[src/hw/rtl/mwcm_pkg.sv]
// Shared types, constants and register codes of the memory word change monitor.
`default_nettype none

package mwcm_pkg;

   localparam int IDX_W      = 4;
   localparam int VAL_W      = 32;
   localparam int CNT_W      = 20;
   localparam int SEC_W      = 16;
   localparam int CSR_ADDR_W = 5;
   localparam int CSR_DATA_W = 32;
   localparam int REG_SEL_W  = 3;

   localparam int DEFAULT_WORDS = 16;

   localparam logic [CNT_W-1:0] COUNT_CAP     = 20'd1000000;
   localparam logic [SEC_W-1:0] SETTLE_RESET  = 16'd3;
   localparam logic [SEC_W-1:0] ONE_SECOND    = 16'd1;
   localparam logic signed [VAL_W-1:0] VAL_ZERO    = 32'sd0;
   localparam logic signed [VAL_W-1:0] VAL_ONE     = 32'sd1;
   localparam logic signed [VAL_W-1:0] VAL_NEG_ONE = -32'sd1;

   localparam logic OP_CAPTURE = 1'b0;
   localparam logic OP_UPDATE  = 1'b1;

   localparam logic [REG_SEL_W-1:0] REG_BOOLEAN_ONLY   = 3'd0;
   localparam logic [REG_SEL_W-1:0] REG_SETTLE_SECONDS = 3'd1;
   localparam logic [REG_SEL_W-1:0] REG_VALUE_MIN      = 3'd2;
   localparam logic [REG_SEL_W-1:0] REG_VALUE_MAX      = 3'd3;
   localparam logic [REG_SEL_W-1:0] REG_COUNT_MIN      = 3'd4;
   localparam logic [REG_SEL_W-1:0] REG_COUNT_MAX      = 3'd5;
   localparam logic [REG_SEL_W-1:0] REG_RATE_MIN       = 3'd6;
   localparam logic [REG_SEL_W-1:0] REG_RATE_MAX       = 3'd7;

   typedef struct packed {
      logic                    boolean_only;
      logic [SEC_W-1:0]        settle_seconds;
      logic signed [VAL_W-1:0] value_min;
      logic signed [VAL_W-1:0] value_max;
      logic [CNT_W-1:0]        count_min;
      logic [CNT_W-1:0]        count_max;
      logic [CNT_W-1:0]        rate_min;
      logic [CNT_W-1:0]        rate_max;
   } mwcm_cfg_type;

   // word leaving the update stage toward the filters
   typedef struct packed {
      logic [IDX_W-1:0]        index;
      logic signed [VAL_W-1:0] value;
      logic                    changed;
      logic [CNT_W-1:0]        total;
      logic [SEC_W-1:0]        elapsed;
      logic                    update;
   } mwcm_item_type;

endpackage

`default_nettype wire

[src/hw/rtl/memory_word_change_monitor.sv]
// Top level of the memory word change monitor.
//
//   channel   direction  handshake             payload
//   req_      in         req_valid/req_stall   op, word_index, sample, elapsed_seconds
//   rsp_      out        rsp_valid/rsp_stall   out_index, out_value, changed,
//                                              change_total, report
//   csr_      in/out     psel/penable/pready   paddr, pwdata, prdata
//
// One word per cycle sustained while rsp_stall stays low; a word reaches rsp_valid through
// five register stages (input, entry read, update/write-back, rate products, output).
// The entry memory is read ahead from the input stage with a bypass, so the same word may follow
// itself back to back. Every stage holds its own valid; bubbles are squeezed out under
// rsp_stall. Synchronous reset clears the valid bits and the configuration registers;
// the entry memory is not cleared and a word must be captured before it is updated.
`default_nettype none

module memory_word_change_monitor #(
   parameter int WORDS = mwcm_pkg::DEFAULT_WORDS
) (
   input  wire logic                              clock,
   input  wire logic                              reset,
   input  wire logic                              req_valid,
   output logic                                   req_stall,
   input  wire logic                              req_op,
   input  wire logic [mwcm_pkg::IDX_W-1:0]        req_word_index,
   input  wire logic signed [mwcm_pkg::VAL_W-1:0] req_sample,
   input  wire logic [mwcm_pkg::SEC_W-1:0]        req_elapsed_seconds,
   output logic                                   rsp_valid,
   input  wire logic                              rsp_stall,
   output logic [mwcm_pkg::IDX_W-1:0]             rsp_out_index,
   output logic signed [mwcm_pkg::VAL_W-1:0]      rsp_out_value,
   output logic                                   rsp_changed,
   output logic [mwcm_pkg::CNT_W-1:0]             rsp_change_total,
   output logic                                   rsp_report,
   input  wire logic                              csr_psel,
   input  wire logic                              csr_penable,
   input  wire logic                              csr_pwrite,
   input  wire logic [mwcm_pkg::CSR_ADDR_W-1:0]   csr_paddr,
   input  wire logic [mwcm_pkg::CSR_DATA_W-1:0]   csr_pwdata,
   output logic      [mwcm_pkg::CSR_DATA_W-1:0]   csr_prdata,
   output logic                                   csr_pready
);
   import mwcm_pkg::*;

   mwcm_cfg_type  cfg;
   mwcm_item_type item;
   logic          item_valid;
   logic          flt_ready;

   mwcm_csr u_csr (
      .clock       (clock),
      .reset       (reset),
      .csr_psel    (csr_psel),
      .csr_penable (csr_penable),
      .csr_pwrite  (csr_pwrite),
      .csr_paddr   (csr_paddr),
      .csr_pwdata  (csr_pwdata),
      .csr_prdata  (csr_prdata),
      .csr_pready  (csr_pready),
      .cfg         (cfg)
   );

   mwcm_state #(
      .WORDS (WORDS)
   ) u_state (
      .clock               (clock),
      .reset               (reset),
      .req_valid           (req_valid),
      .req_stall           (req_stall),
      .req_op              (req_op),
      .req_word_index      (req_word_index),
      .req_sample          (req_sample),
      .req_elapsed_seconds (req_elapsed_seconds),
      .cfg                 (cfg),
      .flt_ready           (flt_ready),
      .item_valid          (item_valid),
      .item                (item)
   );

   mwcm_filter u_filter (
      .clock            (clock),
      .reset            (reset),
      .item_valid       (item_valid),
      .item             (item),
      .cfg              (cfg),
      .flt_ready        (flt_ready),
      .rsp_valid        (rsp_valid),
      .rsp_stall        (rsp_stall),
      .rsp_out_index    (rsp_out_index),
      .rsp_out_value    (rsp_out_value),
      .rsp_changed      (rsp_changed),
      .rsp_change_total (rsp_change_total),
      .rsp_report       (rsp_report)
   );

   // empty output register means the whole pipe can move
   a_no_stall_when_drained: assert property (@(posedge clock) disable iff (reset)
      !rsp_valid |-> !req_stall)
      else $error("input stalled with an empty output register");

   a_clear_after_reset: assert property (@(posedge clock)
      !reset && $past(reset) |-> !rsp_valid)
      else $error("result valid right after reset");

   a_report_in_range: assert property (@(posedge clock) disable iff (reset)
      rsp_valid && rsp_report |-> 32'(rsp_out_index) < 32'(WORDS))
      else $error("report raised for a word outside the watched set");

   a_changed_in_range: assert property (@(posedge clock) disable iff (reset)
      rsp_valid && rsp_changed |-> 32'(rsp_out_index) < 32'(WORDS))
      else $error("change flagged for a word outside the watched set");

endmodule

`default_nettype wire

[src/hw/rtl/mwcm_csr.sv]
// Configuration register file with APB-style access.
`default_nettype none

module mwcm_csr (
   input  wire logic                            clock,
   input  wire logic                            reset,
   input  wire logic                            csr_psel,
   input  wire logic                            csr_penable,
   input  wire logic                            csr_pwrite,
   input  wire logic [mwcm_pkg::CSR_ADDR_W-1:0] csr_paddr,
   input  wire logic [mwcm_pkg::CSR_DATA_W-1:0] csr_pwdata,
   output logic      [mwcm_pkg::CSR_DATA_W-1:0] csr_prdata,
   output logic                                 csr_pready,
   output mwcm_pkg::mwcm_cfg_type               cfg
);
   import mwcm_pkg::*;

   mwcm_cfg_type cfg_ff;
   logic [REG_SEL_W-1:0] reg_sel;
   logic wr_en;

   assign reg_sel    = csr_paddr[CSR_ADDR_W-1:2];
   assign wr_en      = csr_psel && csr_penable && csr_pwrite && csr_pready;
   assign csr_pready = 1'b1;
   assign cfg        = cfg_ff;

   always_ff @(posedge clock) begin
      if (reset) begin
         cfg_ff.boolean_only   <= 1'b0;
         cfg_ff.settle_seconds <= SETTLE_RESET;
         cfg_ff.value_min      <= VAL_ZERO;
         cfg_ff.value_max      <= VAL_ZERO;
         cfg_ff.count_min      <= '0;
         cfg_ff.count_max      <= '0;
         cfg_ff.rate_min       <= '0;
         cfg_ff.rate_max       <= '0;
      end else if (wr_en) begin
         case (reg_sel)
            REG_BOOLEAN_ONLY:   cfg_ff.boolean_only   <= csr_pwdata[0];
            REG_SETTLE_SECONDS: cfg_ff.settle_seconds <= csr_pwdata[SEC_W-1:0];
            REG_VALUE_MIN:      cfg_ff.value_min      <= $signed(csr_pwdata[VAL_W-1:0]);
            REG_VALUE_MAX:      cfg_ff.value_max      <= $signed(csr_pwdata[VAL_W-1:0]);
            REG_COUNT_MIN:      cfg_ff.count_min      <= csr_pwdata[CNT_W-1:0];
            REG_COUNT_MAX:      cfg_ff.count_max      <= csr_pwdata[CNT_W-1:0];
            REG_RATE_MIN:       cfg_ff.rate_min       <= csr_pwdata[CNT_W-1:0];
            REG_RATE_MAX:       cfg_ff.rate_max       <= csr_pwdata[CNT_W-1:0];
            default: ;
         endcase
      end
   end

   always_comb begin
      case (reg_sel)
         REG_BOOLEAN_ONLY:   csr_prdata = CSR_DATA_W'(cfg_ff.boolean_only);
         REG_SETTLE_SECONDS: csr_prdata = CSR_DATA_W'(cfg_ff.settle_seconds);
         REG_VALUE_MIN:      csr_prdata = CSR_DATA_W'($unsigned(cfg_ff.value_min));
         REG_VALUE_MAX:      csr_prdata = CSR_DATA_W'($unsigned(cfg_ff.value_max));
         REG_COUNT_MIN:      csr_prdata = CSR_DATA_W'(cfg_ff.count_min);
         REG_COUNT_MAX:      csr_prdata = CSR_DATA_W'(cfg_ff.count_max);
         REG_RATE_MIN:       csr_prdata = CSR_DATA_W'(cfg_ff.rate_min);
         REG_RATE_MAX:       csr_prdata = CSR_DATA_W'(cfg_ff.rate_max);
         default:            csr_prdata = '0;
      endcase
   end

endmodule

`default_nettype wire

[src/hw/rtl/mwcm_state.sv]
// Input, state read and update stages with the per-word mirror and count memory.
`default_nettype none

module mwcm_state #(
   parameter int WORDS = mwcm_pkg::DEFAULT_WORDS
) (
   input  wire logic                              clock,
   input  wire logic                              reset,
   input  wire logic                              req_valid,
   output logic                                   req_stall,
   input  wire logic                              req_op,
   input  wire logic [mwcm_pkg::IDX_W-1:0]        req_word_index,
   input  wire logic signed [mwcm_pkg::VAL_W-1:0] req_sample,
   input  wire logic [mwcm_pkg::SEC_W-1:0]        req_elapsed_seconds,
   input  mwcm_pkg::mwcm_cfg_type                 cfg,
   input  wire logic                              flt_ready,
   output logic                                   item_valid,
   output mwcm_pkg::mwcm_item_type                item
);
   import mwcm_pkg::*;

   localparam int AW    = (WORDS > 1) ? $clog2(WORDS) : 1;
   localparam int ENT_W = CNT_W + VAL_W;

   logic [ENT_W-1:0] entry_mem [WORDS];

   logic                    s1_valid_ff;
   logic                    s1_op_ff;
   logic [IDX_W-1:0]        s1_idx_ff;
   logic signed [VAL_W-1:0] s1_sample_ff;
   logic [SEC_W-1:0]        s1_elapsed_ff;

   logic                    s2_valid_ff;
   logic                    s2_op_ff;
   logic [IDX_W-1:0]        s2_idx_ff;
   logic signed [VAL_W-1:0] s2_sample_ff;
   logic [SEC_W-1:0]        s2_elapsed_ff;
   logic [ENT_W-1:0]        rd_data_ff;
   logic [ENT_W-1:0]        rd_data_in;

   logic                    s3_valid_ff;
   mwcm_item_type           s3_item_ff;
   mwcm_item_type           s3_item_in;

   logic ld1, ld2, ld3;
   logic [AW-1:0] rd_addr, wr_addr;
   logic wr_en;
   logic [ENT_W-1:0] wr_data;
   logic in_range, is_update, upd_ok, diff;
   logic [VAL_W-1:0] old_mirror;
   logic [CNT_W-1:0] old_count, cnt_inc, cnt_new;

   assign ld3        = !s3_valid_ff || flt_ready;
   assign ld2        = !s2_valid_ff || ld3;
   assign ld1        = !s1_valid_ff || ld2;
   assign req_stall  = !ld1;
   assign item_valid = s3_valid_ff;
   assign item       = s3_item_ff;

   always_ff @(posedge clock) begin
      if (reset) begin
         s1_valid_ff <= 1'b0;
         s2_valid_ff <= 1'b0;
         s3_valid_ff <= 1'b0;
      end else begin
         if (ld1) s1_valid_ff <= req_valid;
         if (ld2) s2_valid_ff <= s1_valid_ff;
         if (ld3) s3_valid_ff <= s2_valid_ff;
      end
   end

   always_ff @(posedge clock) begin
      if (ld1) begin
         s1_op_ff      <= req_op;
         s1_idx_ff     <= req_word_index;
         s1_sample_ff  <= req_sample;
         s1_elapsed_ff <= req_elapsed_seconds;
      end
      if (ld2) begin
         s2_op_ff      <= s1_op_ff;
         s2_idx_ff     <= s1_idx_ff;
         s2_sample_ff  <= s1_sample_ff;
         s2_elapsed_ff <= s1_elapsed_ff;
      end
      if (ld3) s3_item_ff <= s3_item_in;
   end

   // read-modify-write of the word's entry
   assign in_range   = 32'(s2_idx_ff) < 32'(WORDS);
   assign is_update  = (s2_op_ff == OP_UPDATE);
   assign upd_ok     = in_range && is_update;
   assign old_mirror = rd_data_ff[VAL_W-1:0];
   assign old_count  = rd_data_ff[ENT_W-1:VAL_W];
   assign diff       = (old_mirror != $unsigned(s2_sample_ff));
   assign cnt_inc    = (old_count < COUNT_CAP) ? old_count + CNT_W'(1) : old_count;
   assign cnt_new    = (s2_elapsed_ff < cfg.settle_seconds) ? COUNT_CAP : cnt_inc;

   assign wr_en   = s2_valid_ff && ld3 && in_range && (!is_update || diff);
   assign wr_addr = AW'(s2_idx_ff);
   assign wr_data = {(is_update ? cnt_new : CNT_W'(0)), $unsigned(s2_sample_ff)};
   assign rd_addr = AW'(s1_idx_ff);

   always_comb begin
      s3_item_in.index   = s2_idx_ff;
      s3_item_in.value   = s2_sample_ff;
      s3_item_in.changed = upd_ok && diff;
      s3_item_in.total   = !upd_ok ? CNT_W'(0) : (diff ? cnt_new : old_count);
      s3_item_in.elapsed = s2_elapsed_ff;
      s3_item_in.update  = upd_ok;
   end

   // a write on the same edge as the read is forwarded
   assign rd_data_in = (wr_en && (wr_addr == rd_addr)) ? wr_data : entry_mem[rd_addr];

   always_ff @(posedge clock) begin
      if (wr_en) entry_mem[wr_addr] <= wr_data;
   end

   always_ff @(posedge clock) begin
      if (ld2) rd_data_ff <= rd_data_in;
   end

endmodule

`default_nettype wire

[src/hw/rtl/mwcm_filter.sv]
// Report filter stages: rate bound products, compares and the output register.
`default_nettype none

module mwcm_filter (
   input  wire logic                       clock,
   input  wire logic                       reset,
   input  wire logic                       item_valid,
   input  mwcm_pkg::mwcm_item_type         item,
   input  mwcm_pkg::mwcm_cfg_type          cfg,
   output logic                            flt_ready,
   output logic                            rsp_valid,
   input  wire logic                       rsp_stall,
   output logic [mwcm_pkg::IDX_W-1:0]      rsp_out_index,
   output logic signed [mwcm_pkg::VAL_W-1:0] rsp_out_value,
   output logic                            rsp_changed,
   output logic [mwcm_pkg::CNT_W-1:0]      rsp_change_total,
   output logic                            rsp_report
);
   import mwcm_pkg::*;

   localparam int PMIN_W = CNT_W + SEC_W;
   localparam int PMAX_W = CNT_W + 1 + SEC_W;

   logic              s4_valid_ff;
   mwcm_item_type     s4_item_ff;
   logic              s4_pre_ok_ff, s4_pre_ok_in;
   logic [PMIN_W-1:0] s4_prod_min_ff, s4_prod_min_in;
   logic [PMAX_W-1:0] s4_prod_max_ff, s4_prod_max_in;

   logic                    rsp_valid_ff;
   logic [IDX_W-1:0]        rsp_index_ff;
   logic signed [VAL_W-1:0] rsp_value_ff;
   logic                    rsp_changed_ff;
   logic [CNT_W-1:0]        rsp_total_ff;
   logic                    rsp_report_ff, rsp_report_in;

   logic ld4, ld5;
   logic [SEC_W-1:0] secs;
   logic bool_ok, vmin_ok, vmax_ok, cmin_ok, cmax_ok, rmin_ok, rmax_ok;

   assign ld5       = !rsp_valid_ff || !rsp_stall;
   assign ld4       = !s4_valid_ff || ld5;
   assign flt_ready = ld4;

   // rate = count / secs is compared without a divide:
   //   rate < rate_min    <=> count <  rate_min * secs
   //   rate > rate_max    <=> count >= (rate_max + 1) * secs
   assign secs = (item.elapsed == '0) ? ONE_SECOND : item.elapsed;
   assign s4_prod_min_in = PMIN_W'(cfg.rate_min) * PMIN_W'(secs);
   assign s4_prod_max_in = (PMAX_W'(cfg.rate_max) + PMAX_W'(1)) * PMAX_W'(secs);

   assign bool_ok = !cfg.boolean_only || (item.value == VAL_ZERO) ||
                    (item.value == VAL_ONE) || (item.value == VAL_NEG_ONE);
   assign vmin_ok = (cfg.value_min == VAL_ZERO) || !(item.value < cfg.value_min);
   assign vmax_ok = (cfg.value_max == VAL_ZERO) || !(item.value > cfg.value_max);
   assign cmin_ok = (cfg.count_min == '0) || !(item.total < cfg.count_min);
   assign cmax_ok = (cfg.count_max == '0) || !(item.total > cfg.count_max);
   assign s4_pre_ok_in = item.update && bool_ok && vmin_ok && vmax_ok && cmin_ok && cmax_ok;

   always_ff @(posedge clock) begin
      if (reset) begin
         s4_valid_ff  <= 1'b0;
         rsp_valid_ff <= 1'b0;
      end else begin
         if (ld4) s4_valid_ff  <= item_valid;
         if (ld5) rsp_valid_ff <= s4_valid_ff;
      end
   end

   always_ff @(posedge clock) begin
      if (ld4) begin
         s4_item_ff     <= item;
         s4_pre_ok_ff   <= s4_pre_ok_in;
         s4_prod_min_ff <= s4_prod_min_in;
         s4_prod_max_ff <= s4_prod_max_in;
      end
   end

   assign rmin_ok = (cfg.rate_min == '0) || (PMIN_W'(s4_item_ff.total) >= s4_prod_min_ff);
   assign rmax_ok = (cfg.rate_max == '0) || (PMAX_W'(s4_item_ff.total) < s4_prod_max_ff);
   assign rsp_report_in = s4_pre_ok_ff && rmin_ok && rmax_ok;

   always_ff @(posedge clock) begin
      if (ld5) begin
         rsp_index_ff   <= s4_item_ff.index;
         rsp_value_ff   <= s4_item_ff.value;
         rsp_changed_ff <= s4_item_ff.changed;
         rsp_total_ff   <= s4_item_ff.total;
         rsp_report_ff  <= rsp_report_in;
      end
   end

   assign rsp_valid        = rsp_valid_ff;
   assign rsp_out_index    = rsp_index_ff;
   assign rsp_out_value    = rsp_value_ff;
   assign rsp_changed      = rsp_changed_ff;
   assign rsp_change_total = rsp_total_ff;
   assign rsp_report       = rsp_report_ff;

endmodule

`default_nettype wire
[config.mk]
export PLATFORM = sky130hd
export DESIGN_NAME = memory_word_change_monitor
export DESIGN_NICKNAME = d
export VERILOG_FILES = /design/src/hw/rtl/mwcm_pkg.sv /design/src/hw/rtl/memory_word_change_monitor.sv /design/src/hw/rtl/mwcm_csr.sv /design/src/hw/rtl/mwcm_state.sv /design/src/hw/rtl/mwcm_filter.sv
export SDC_FILE = /design/constraint.sdc
export NUM_CORES = 2
export LEC_CHECK = 0
export ABC_AREA = 0
export BUFFER_PORTS_ARGS = -buffer_cell sky130_fd_sc_hd__clkbuf_2
export CAP_MARGIN = 30
export CORE_MARGIN = 8
export CORE_UTILIZATION = 50
export CTS_CLUSTER_DIAMETER = 100
export CTS_CLUSTER_SIZE = 25
export DETAILED_ROUTE_END_ITERATION = 10
export GPL_ROUTABILITY_DRIVEN = 0
export GPL_TIMING_DRIVEN = 0
export PLACE_DENSITY = 0.77
export SYNTH_ARGS = -nofsm -noshare
export SYNTH_HDL_FRONTEND = slang
export SYNTH_HIERARCHICAL = 1
export SYNTH_SLANG_ARGS = --single-unit
[constraint.sdc]
create_clock -name clock -period 23.1 [get_ports clock]
set_clock_uncertainty 0.05 [all_clocks]
set_input_delay 2.31 -clock clock [delete_from_list [all_inputs] [get_ports clock]]
set_output_delay 2.31 -clock clock [all_outputs]
set_load 0.005 [all_outputs]
==> impl_metrics.env <==
export IMPL_status="completed"
export IMPL_cts_buffers_inserted=72
export IMPL_antenna_found_initial=8
export IMPL_io_pins=190
export IMPL_p_sw_mw=1.19
export IMPL_ys_flop_type="edfxtp_1"
export IMPL_cpMostUsedCell="fa_1"
export IMPL_numPlacedInstances=8176
export IMPL_cp_max_fo=10
export IMPL_cts_resized_gates=0
export IMPL_finalSetupViolations=0
export IMPL_syn_area_um2=79900
export IMPL_hold_start="u_filter/s4_item_ff[49]$_DFFE_PP_"
export IMPL_drt_iter0_drc=5563
export IMPL_combPwrFrac=0.090
export IMPL_end_kind="flip-flop"
export IMPL_yosysSeqAreaShare=0.513
export IMPL_firstDrtPassIters=9
export IMPL_grt_setup_unrepaired="no"
export IMPL_crit_required_ns=23.51
export IMPL_fin_cells=8299
export IMPL_worstReg2RegStart="u_csr/cfg[0]$_SDFFE_PP0P_"
export IMPL_period_needed_ns=9.27
export IMPL_worstReg2RegEnd="u_filter/s4_prod_max_ff[36]$_DFFE_PP_"
export IMPL_worstSetupStartpointType="flip-flop"
export IMPL_yosysTopAreaCell="edfxtp_1"
export IMPL_grt_pass1_wl_um=333000
export IMPL_tns_ns=0
export IMPL_grt_overflow_total=0
export IMPL_powerDensity_nw_per_um2=55.7
export IMPL_clk_latency_ns=0.74
export IMPL_syn_to_final_growth_pct=8.57
export IMPL_yosys_top_cells_area="edfxtp_1, fa_1, mux4_2"
export IMPL_routed_via_density=6.09
export IMPL_grtUsageTotal=0.256
export IMPL_cts_max_level=3
export IMPL_hold_buffers=0
export IMPL_yosys_warnings=6
export IMPL_p_int_mw=3.64
export IMPL_switching_share=0.246
export IMPL_rr_worst_depth=28
export IMPL_die_width_um=416
export IMPL_path_clk_slew_ns=0.10
export IMPL_hp_class="flip-flop to flip-flop"
export IMPL_cts_sinks=1419
export IMPL_drv_cap=0
export IMPL_vias=50573
export IMPL_synth_seq_cells=1419
export IMPL_ir_drop_mv=0.0660
export IMPL_initial_utilization=0.504
export IMPL_drc_errors=0
export IMPL_avgSynthCellArea_um2=13.6
export IMPL_tightest_slew_ns=1.16
export IMPL_slew_headroom=0.222
export IMPL_cp_slowest_cell="xnor2_1"
export IMPL_async_flop_share=0
export IMPL_worstSetupPathType="flip-flop to flip-flop"
export IMPL_finalHoldViolCount=0
export IMPL_regToRegSetupSlack_ns=13.83
export IMPL_cts_tree="yes"
export IMPL_layout_drive_gt1_share=0.124
export IMPL_hpwlAfterDp_um=165000
export IMPL_seq_power_share=0.609
export IMPL_worstHoldPathCells=0
export IMPL_io_buffers=185
export IMPL_cts_max_path_buffers=3
export IMPL_antenna_left=0
export IMPL_wl_per_cell_um=27.2
export IMPL_dieArea_um2=173000
export IMPL_postCtsSetupBuffers=0
export IMPL_num_rows=146
export IMPL_nFillCells=12492
export IMPL_synth_top_area_frac=0.471
export IMPL_critical_path_max_stage_delay_ns=0.75
export IMPL_synth_most_common_cell="edfxtp_1"
export IMPL_grt_max_degree=59
export IMPL_synth_edf_count=1253
export IMPL_netlist_top_cells_count="edfxtp_1, inv_1, fa_1, nand2_1, ha_1"
export IMPL_synth_cell_types=97
export IMPL_power_frac_clock=0.301
export IMPL_grt_pass1_vias=51729
export IMPL_fin_nets=7172
export IMPL_arrival_ns=9.68
export IMPL_worst_hold_path_endpoint="u_filter/rsp_out_value[11]$_DFFE_PP_"
export IMPL_routed_wl_um=226000
export IMPL_fmax_mhz=108
export IMPL_die_h_um=416
export IMPL_cts_root_buf="clkbuf_16"
export IMPL_leakage_nw=34.2
export IMPL_synth_net_count=6860
export IMPL_maxSlewViolCount=0
export IMPL_synthCells=5873
export IMPL_period_share=0.402
export IMPL_core_um2=159000
-- worst max-delay path by stage --
stage,from,endpoint,slack [ns],cells after the start
floorplan,rsp_stall,req_stall,12.30,4
global placement,rsp_stall,req_stall,8.11,6
detailed placement,u_csr/cfg[0]$_SDFFE_PP0P_,u_filter/s4_prod_max_ff[36]$_DFFE_PP_,14.00,28
CTS,u_csr/cfg[0]$_SDFFE_PP0P_,u_filter/s4_prod_max_ff[35]$_DFFE_PP_,13.96,27
global route,u_csr/cfg[0]$_SDFFE_PP0P_,u_filter/s4_prod_max_ff[36]$_DFFE_PP_,13.39,28
finish,u_csr/cfg[0]$_SDFFE_PP0P_,u_filter/s4_prod_max_ff[36]$_DFFE_PP_,13.83,28
-- sequential cells by signal, summed over array words and instances (netlist names), 20 cells and up --
name / flops
u_state/entry_mem: 832
u_csr/cfg: 161
u_state/item: 74
u_filter/s4_item_ff: 57
u_state/rd_data_ff: 52
u_filter/s4_prod_max_ff: 37
u_filter/s4_prod_min_ff: 36
u_filter/rsp_out_value: 32
u_state/s1_sample_ff: 32
u_state/s2_sample_ff: 32
u_filter/rsp_change_total: 20
-- area by class of cell --
cell class                 count  area, um2  share of cell area
multi-input combinational   3382      34900               0.403
sequential                  1419      40900               0.472
timing repair buffer         238       1890              0.0218
clock inverter                17        287             0.00330
buffer                       280       1180              0.0137
inverter                     792       2980              0.0343
antenna                        4       10.0            0.000115
clock buffer                  95       1910              0.0220
tap                         2072       2590              0.0299
-- power groups by stage --
stage / sequential (mW) / combinational (mW) / clock (mW)
floorplan: 2.95 / 0.268 / 0
global route: 2.95 / 0.463 / 1.55
finish: 2.94 / 0.433 / 1.46
detailed placement: 3.00 / 0.418 / 0
CTS: 2.94 / 0.423 / 1.48
global placement: 2.99 / 0.396 / 0
-- cells by family (layout without fill, tap and decap cells) --
family	count (synthesis)	after routing	synth area share
simple gates	1347	1347	0.0867
xor+xnor	129	129	0.0141
compound gates	530	530	0.0434
flops	1419	1419	0.513
buf+inv	1072	1422	0.0521
fa+ha+maj	890	890	0.188
mux	485	485	0.103
other cells	1	5	0.0000470
-- cell usage in the layout (no fill, tap or decap), drive strengths merged, types with 8 or more instances in the layout --
master   synthesis  routed
nand3          104     104
dfxtp          166     166
clkbuf         202     482
xnor2           67      67
and4            13      13
nand2b         139     139
a21o            57      57
fa             514     514
mux2i          153     153
a31oi            9       9
nor3            34      34
nand2          498     498
mux4           263     263
nand4           51      51
nor4            71      71
a221oi          28      28
ha             376     376
edfxtp        1253    1253
a21oi          173     173
mux2            69      69
a211oi          20      20
and3            28      28
o31ai           13      13
o21ai          115     115
nor2            94      94
or3             13      13
o2111ai          8       8
nor2b           33      33
xor2            62      62
inv            791     802
o21a            22      22
and2           250     250
buf             78     131
-- routing by layer --
layer / vias to the layer above / track usage / share of wire
met5: - / 0 / 0.00019
met4: 6 / 0.168 / 0.081
met3: 870 / 0.0512 / 0.095
met2: 3199 / 0.429 / 0.48
met1: 25261 / 0.301 / 0.34
li1: 21237 / - / -
-- critical path, delay by kind of cell (launching register included) --
family / cells / cell delay, ns
adder cells (fa/ha/maj): 8 / 3.64
AO/OA/AOI/OAI: 7 / 1.79
buffers and inverters: 7 / 1.05
XOR/XNOR: 2 / 0.87
AND/OR/NAND/NOR: 4 / 0.85
flip-flops: 1 / 0.74
-- per-stage QoR --
stage | instance area (um2) | power [mW] | hold WS (ns) | utilization | worst slack, ns
6_report | 86700 | 4.83 | 0.370 | 0.547 | 13.83
5_1_grt | 86700 | 4.96 | 0.379 | 0.547 | 13.39
3_5_place_dp | 84400 | 3.42 | 0.355 | 0.532 | 14.00
4_1_cts | 86600 | 4.84 | 0.362 | 0.546 | 13.96
2_1_floorplan | 79900 | 3.22 | 0.350 | - | 12.30
3_3_place_gp | 83400 | 3.39 | 0.351 | 0.526 | 8.11
No activity file was read; power rests on OpenSTA's default activity.
